**src/rtl/ned2enu_pkg.sv**
```systemverilog
// shared widths, branch codes and control struct for the ned to enu pose pipeline
// no dependencies; imported by every module of the block
`timescale 1ns / 1ps
package ned2enu_pkg;

  // quaternion word and fraction
  localparam int QW     = 32;
  localparam int QFB    = 30;
  // floored product, matrix entry, radicand and numerator widths
  localparam int PROD_W = 34;
  localparam int MAT_W  = 38;
  localparam int RAD_W  = 36;
  localparam int NUM_W  = 38;
  localparam int MAG_W  = 37;
  // square root: radicand shifted by QFB gives 33 bit pairs
  localparam int SQ_PAIRS = (RAD_W + QFB) / 2;
  localparam int ROOT_W   = SQ_PAIRS;
  // divisor is twice the root
  localparam int DIV_W    = ROOT_W + 1;

  localparam logic signed [QW-1:0] QMAX = {1'b0, {(QW-1){1'b1}}};
  localparam logic signed [QW-1:0] QMIN = {1'b1, {(QW-1){1'b0}}};

  // trace-method branch: which output slot holds the diagonal term
  localparam logic [1:0] BR_W = 2'd0;
  localparam logic [1:0] BR_X = 2'd1;
  localparam logic [1:0] BR_Y = 2'd2;
  localparam logic [1:0] BR_Z = 2'd3;

  typedef struct packed {
    logic [1:0] br;
    logic       deg;
  } sel_t;

endpackage

```
**src/rtl/ned2enu_sqrt.sv**
```systemverilog
// pipelined square root, one root bit per stage: floor(sqrt(rad * 2^30))
// depends on ned2enu_pkg
`timescale 1ns / 1ps
module ned2enu_sqrt import ned2enu_pkg::*; #(
  parameter int SIDE_W = 96
) (
  input  logic               clk,
  input  logic               rst,
  input  logic               en,
  input  logic               in_valid,
  input  logic [SIDE_W-1:0]  side_in,
  input  logic [RAD_W-1:0]   rad_in,
  output logic               out_valid,
  output logic [SIDE_W-1:0]  side_out,
  output logic [ROOT_W-1:0]  root_out
);

  localparam int XW = RAD_W + QFB;

  logic              v  [0:SQ_PAIRS];
  logic [SIDE_W-1:0] sd [0:SQ_PAIRS];
  logic [RAD_W-1:0]  xr [0:SQ_PAIRS];
  logic [ROOT_W+1:0] rm [0:SQ_PAIRS];
  logic [ROOT_W-1:0] rt [0:SQ_PAIRS];

  assign v[0]  = in_valid;
  assign sd[0] = side_in;
  assign xr[0] = rad_in;
  assign rm[0] = '0;
  assign rt[0] = '0;

  // one digit pair per stage, most significant first
  for (genvar s = 0; s < SQ_PAIRS; s++) begin : g_stage
    localparam int K = SQ_PAIRS - 1 - s;
    logic [XW-1:0]     xs;
    logic [ROOT_W+3:0] rem2, trial, diff;
    logic              ge;

    assign xs    = {xr[s], {QFB{1'b0}}};
    assign rem2  = {rm[s], xs[2*K +: 2]};
    assign trial = {2'b00, rt[s], 2'b01};
    assign ge    = rem2 >= trial;
    assign diff  = rem2 - trial;

    always_ff @(posedge clk) begin
      if (rst) v[s+1] <= 1'b0;
      else if (en) v[s+1] <= v[s];
    end

    always_ff @(posedge clk) begin
      if (en) begin
        sd[s+1] <= sd[s];
        xr[s+1] <= xr[s];
        rm[s+1] <= ge ? diff[ROOT_W+1:0] : rem2[ROOT_W+1:0];
        rt[s+1] <= {rt[s][ROOT_W-2:0], ge};
      end
    end
  end

  assign out_valid = v[SQ_PAIRS];
  assign side_out  = sd[SQ_PAIRS];
  assign root_out  = rt[SQ_PAIRS];

endmodule

```
**config.mk**
```make
export PLATFORM = sky130hd
export DESIGN_NAME = ned2enu_sqrt
export DESIGN_NICKNAME = d
export VERILOG_FILES = /design/src/rtl/ned2enu_pkg.sv /design/src/rtl/ned2enu_sqrt.sv
export SDC_FILE = /design/constraint.sdc
export NUM_CORES = 2
export LEC_CHECK = 0
export CAP_MARGIN = 20
export CORE_MARGIN = 2
export CORE_UTILIZATION = 63
export DETAILED_ROUTE_END_ITERATION = 12
export DONT_BUFFER_PORTS = 1
export PLACE_DENSITY = 0.83
export SYNTH_ARGS = -nofsm -noshare
export SYNTH_HDL_FRONTEND = slang
export SYNTH_SLANG_ARGS = --single-unit
```
**constraint.sdc**
```tcl
create_clock -name clk -period 5.3 [get_ports clk]
set_clock_uncertainty 0.2 [all_clocks]
set_input_delay 0.795 -clock clk [delete_from_list [all_inputs] [get_ports clk]]
set_output_delay 0.795 -clock clk [all_outputs]
set_load 0.005 [all_outputs]
```
==> metrics <==
first-pass GRT wire length=585 mm; Vias=98600; CP Depth=11; final setup TNS=0 ps; CP cell instances=ha_1 > a211oi_1 > o21bai_1 > o22ai_1 > nor3_1 > a211o_1 > o41ai_1 > o21ai_0 > a31oi_2 > buf_4 > o21ai_0; leakage=about 80 nW; Netlist Area Pre-Place=197000 um^2; CORE AREA=311000 um^2; port bufs=0; Synth cell types=90; DRT Pass-1 Iters=7; hold buffers post-CTS=between 100 and 150; RSZ-0062 raised after global routing=false; most common cell in the netlist=edfxtp_1; ys async rst share=0%; CTS tree=done; pin count of the biggest net entering global routing=180; all-layer global routing usage=23.8%; DRT Wirelength=376 mm; number of global-route vias before repair=101000; clk sinks=around 5100; max incr delay on CP=approximately 560 ps; Critical-path top delay cell=o41ai_1; # rows=205; Bufs and invs on worst path=1; I/O pin total=266; Setup CP Type=reg2reg; Mean Syn Cell Area=16.5 um^2; antenna violation net count after detailed routing=0; Resize count post-CTS=0; Worst Setup EP=g_stage[24].rem2[8]$_DFFE_PP_; final count of pins violating max slew=0; synth top area cells=edfxtp_1 (78%), ha_1 (3.6%), xor2_1 (2.0%); Vias/cell=5.82; Crit path top cell by count=o21ai_0; R2R cell count=11; overall power=98.2 mW; pwr/cell area=447 nW/um^2; GP Congestion=0.924; share of cells above drive strength 1=7.82%; DRC violations left=0; Hold Crit Class=reg2reg; max_cap viols=0; P&R area growth vs syn=11.7%; YS warnings=0; WP data required=5700 ps; arrival time worst endpoint=5140 ps; Clock Path Buffers=4; RR Endpoint=g_stage[24].rem2[8]$_DFFE_PP_; worst hold start=sd[3107]$_DFFE_PP_; min Tclk post-route=4740 ps; CP endpoint kind=flop; crit start category=flop; die width=approximately 560 um; EDFF count, synth=5088; share of the synthesized area in the top cell type=around 78%; Root Buffer=clkbuf_16; family with the most delay on the worst path=compound AO/OA/AOI/OAI gates; Total Nets Final=around 13000; flops & latches, synth=5121; relative slew slack=30.2%; Seq/Total Area, Yosys=about four fifths; reg2reg start=g_stage[23].rem2[2]$_SDFFCE_PP0P_; # setup viols final=0; Wirelength per Cell=22.2 um; clock transition at the registers of the reported paths=70 ps; synthesized net count=12600; CTS Buf Count=between 400 and 500; # fillers=between 15000 and 20000; initial core utilization=a little over three fifths; Critical Path Source=g_stage[23].rem2[2]$_SDFFCE_PP0P_; CP Max Fanout=48; status=complete, no violations; total gr overflow=0; die height=563 um; maximum clock rate=between 200 and 250 MHz; htree depth=5; Post CTS Setup Buffer Count=0; Initial DRC Count=9747; Peak VDD IR=557 uV; most common library cells after synthesis=edfxtp_1 (5088), inv_1 (759), nand2_1 (648); prevailing post-synth register cell=edfxtp_1; initial antenna violation count=1; Final Hold Viols=0; post-synthesis cell type with the largest combined area=edfxtp_1; Worst Tran Pin Value=1040 ps; Die ar.=317000 um^2; Mapped Cells=11900; R2R Setup Slk=560 ps; final cycle utilization of the critical path=89.4%; clock latency on the worst-skew pair=960 ps; DP HPWL=224 mm
cells by family after synthesis:
group	Yosys count	share of synthesized area, %
flip-flops	5121	78.1
AO/OA/AOI/OAI	1787	5.64
AND/OR/NAND/NOR	2422	6.08
multiplexers	104	0.569
buffers and inverters	1017	2.13
adder cells (fa/ha/maj)	581	3.75
other	1	0.00191
XOR/XNOR	846	3.77
per-stage QoR:
step	setup slack (ps)	hold slack (ps)	area [um^2]	utilization [%]	cells
after floorplan	1410	200	197000	-	11900
after global placement	820	200	202000	65.0	15900
after detailed placement	705	205	202000	65.0	15900
after CTS	644	152	220000	70.6	16900
after global routing	274	150	220000	70.6	16900
final	559	152	220000	70.6	16900
cell type report:
type | count | area, um^2 | area share [%]
Antenna cell | 2 | 5.00 | 0.00228
Sequential cell | 5121 | 153000 | 69.8
Clock inverter | 319 | 3610 | 1.64
Tap cell | 4140 | 5180 | 2.36
Multi-Input combinational cell | 5741 | 39000 | 17.8
Inverter | 762 | 2860 | 1.30
Clock buffer | 575 | 12500 | 5.71
Timing Repair Buffer | 282 | 3030 | 1.38
state kept, by name, indices dropped and copies added, names as in the netlist:
name and flops:
v 32, g_stage.rem2 1087, sd 3072, g_stage.xs 272, root_out 33, g_stage.trial 528
side_out 96, out_valid 1
worst reg2reg max path, cell delays in order, from the launching register on:
cell and delay [ps]:
edfxtp_1 470, ha_1 370, a211oi_1 260, o21bai_1 160
o22ai_1 360, nor3_1 100, a211o_1 400, o41ai_1 560
o21ai_0 500, a31oi_2 330, buf_4 470, o21ai_0 270
worst min path at each step:
stage | end | slack (ps) | cells after the start
2_1_floorplan | g_stage[10].rem2[0]$_DFFE_PP_ | 200 | 0
3_3_place_gp | sd[1967]$_DFFE_PP_ | 200 | 0
3_5_place_dp | g_stage[11].xs[31]$_DFFE_PP_ | 200 | 0
4_1_cts | sd[1805]$_DFFE_PP_ | 150 | 0
5_1_grt | sd[1805]$_DFFE_PP_ | 150 | 0
6_report | sd[3011]$_DFFE_PP_ | 150 | 0
layer usage:
| metal | track usage, % | wire [um] | vias to the layer above |
|---|---|---|---|
| met3 | 3.04 | 17500 | 744 |
| met4 | 6.73 | 10600 | 0 |
| met1 | 29.8 | 147000 | 48900 |
| met2 | 43.3 | 201000 | 3193 |
| met5 | 0 | 0 | - |
| li1 | - | - | 45700 |
where the power goes:
group	switching [mW]	total (mW)	internal, mW
Sequential	2.21	51.3	49.1
Combinational	6.90	11.7	4.78
Clock	15.4	35.2	19.7
cells in the final DEF, fill, tap and decap left out, drive strengths merged, types with 136 or more instances in the layout:
cell         instances
dlygate4sd3        136
ha                 567
clkbuf             576
inv                771
a21oi              540
xor2               454
edfxtp            5088
clkinv             225
nand2              648
a21o               218
nand3              143
buf                145
nor2               575
o21ai              481
nor3               259
xnor2              392
Note: power is estimated with default switching activity, not from simulation.
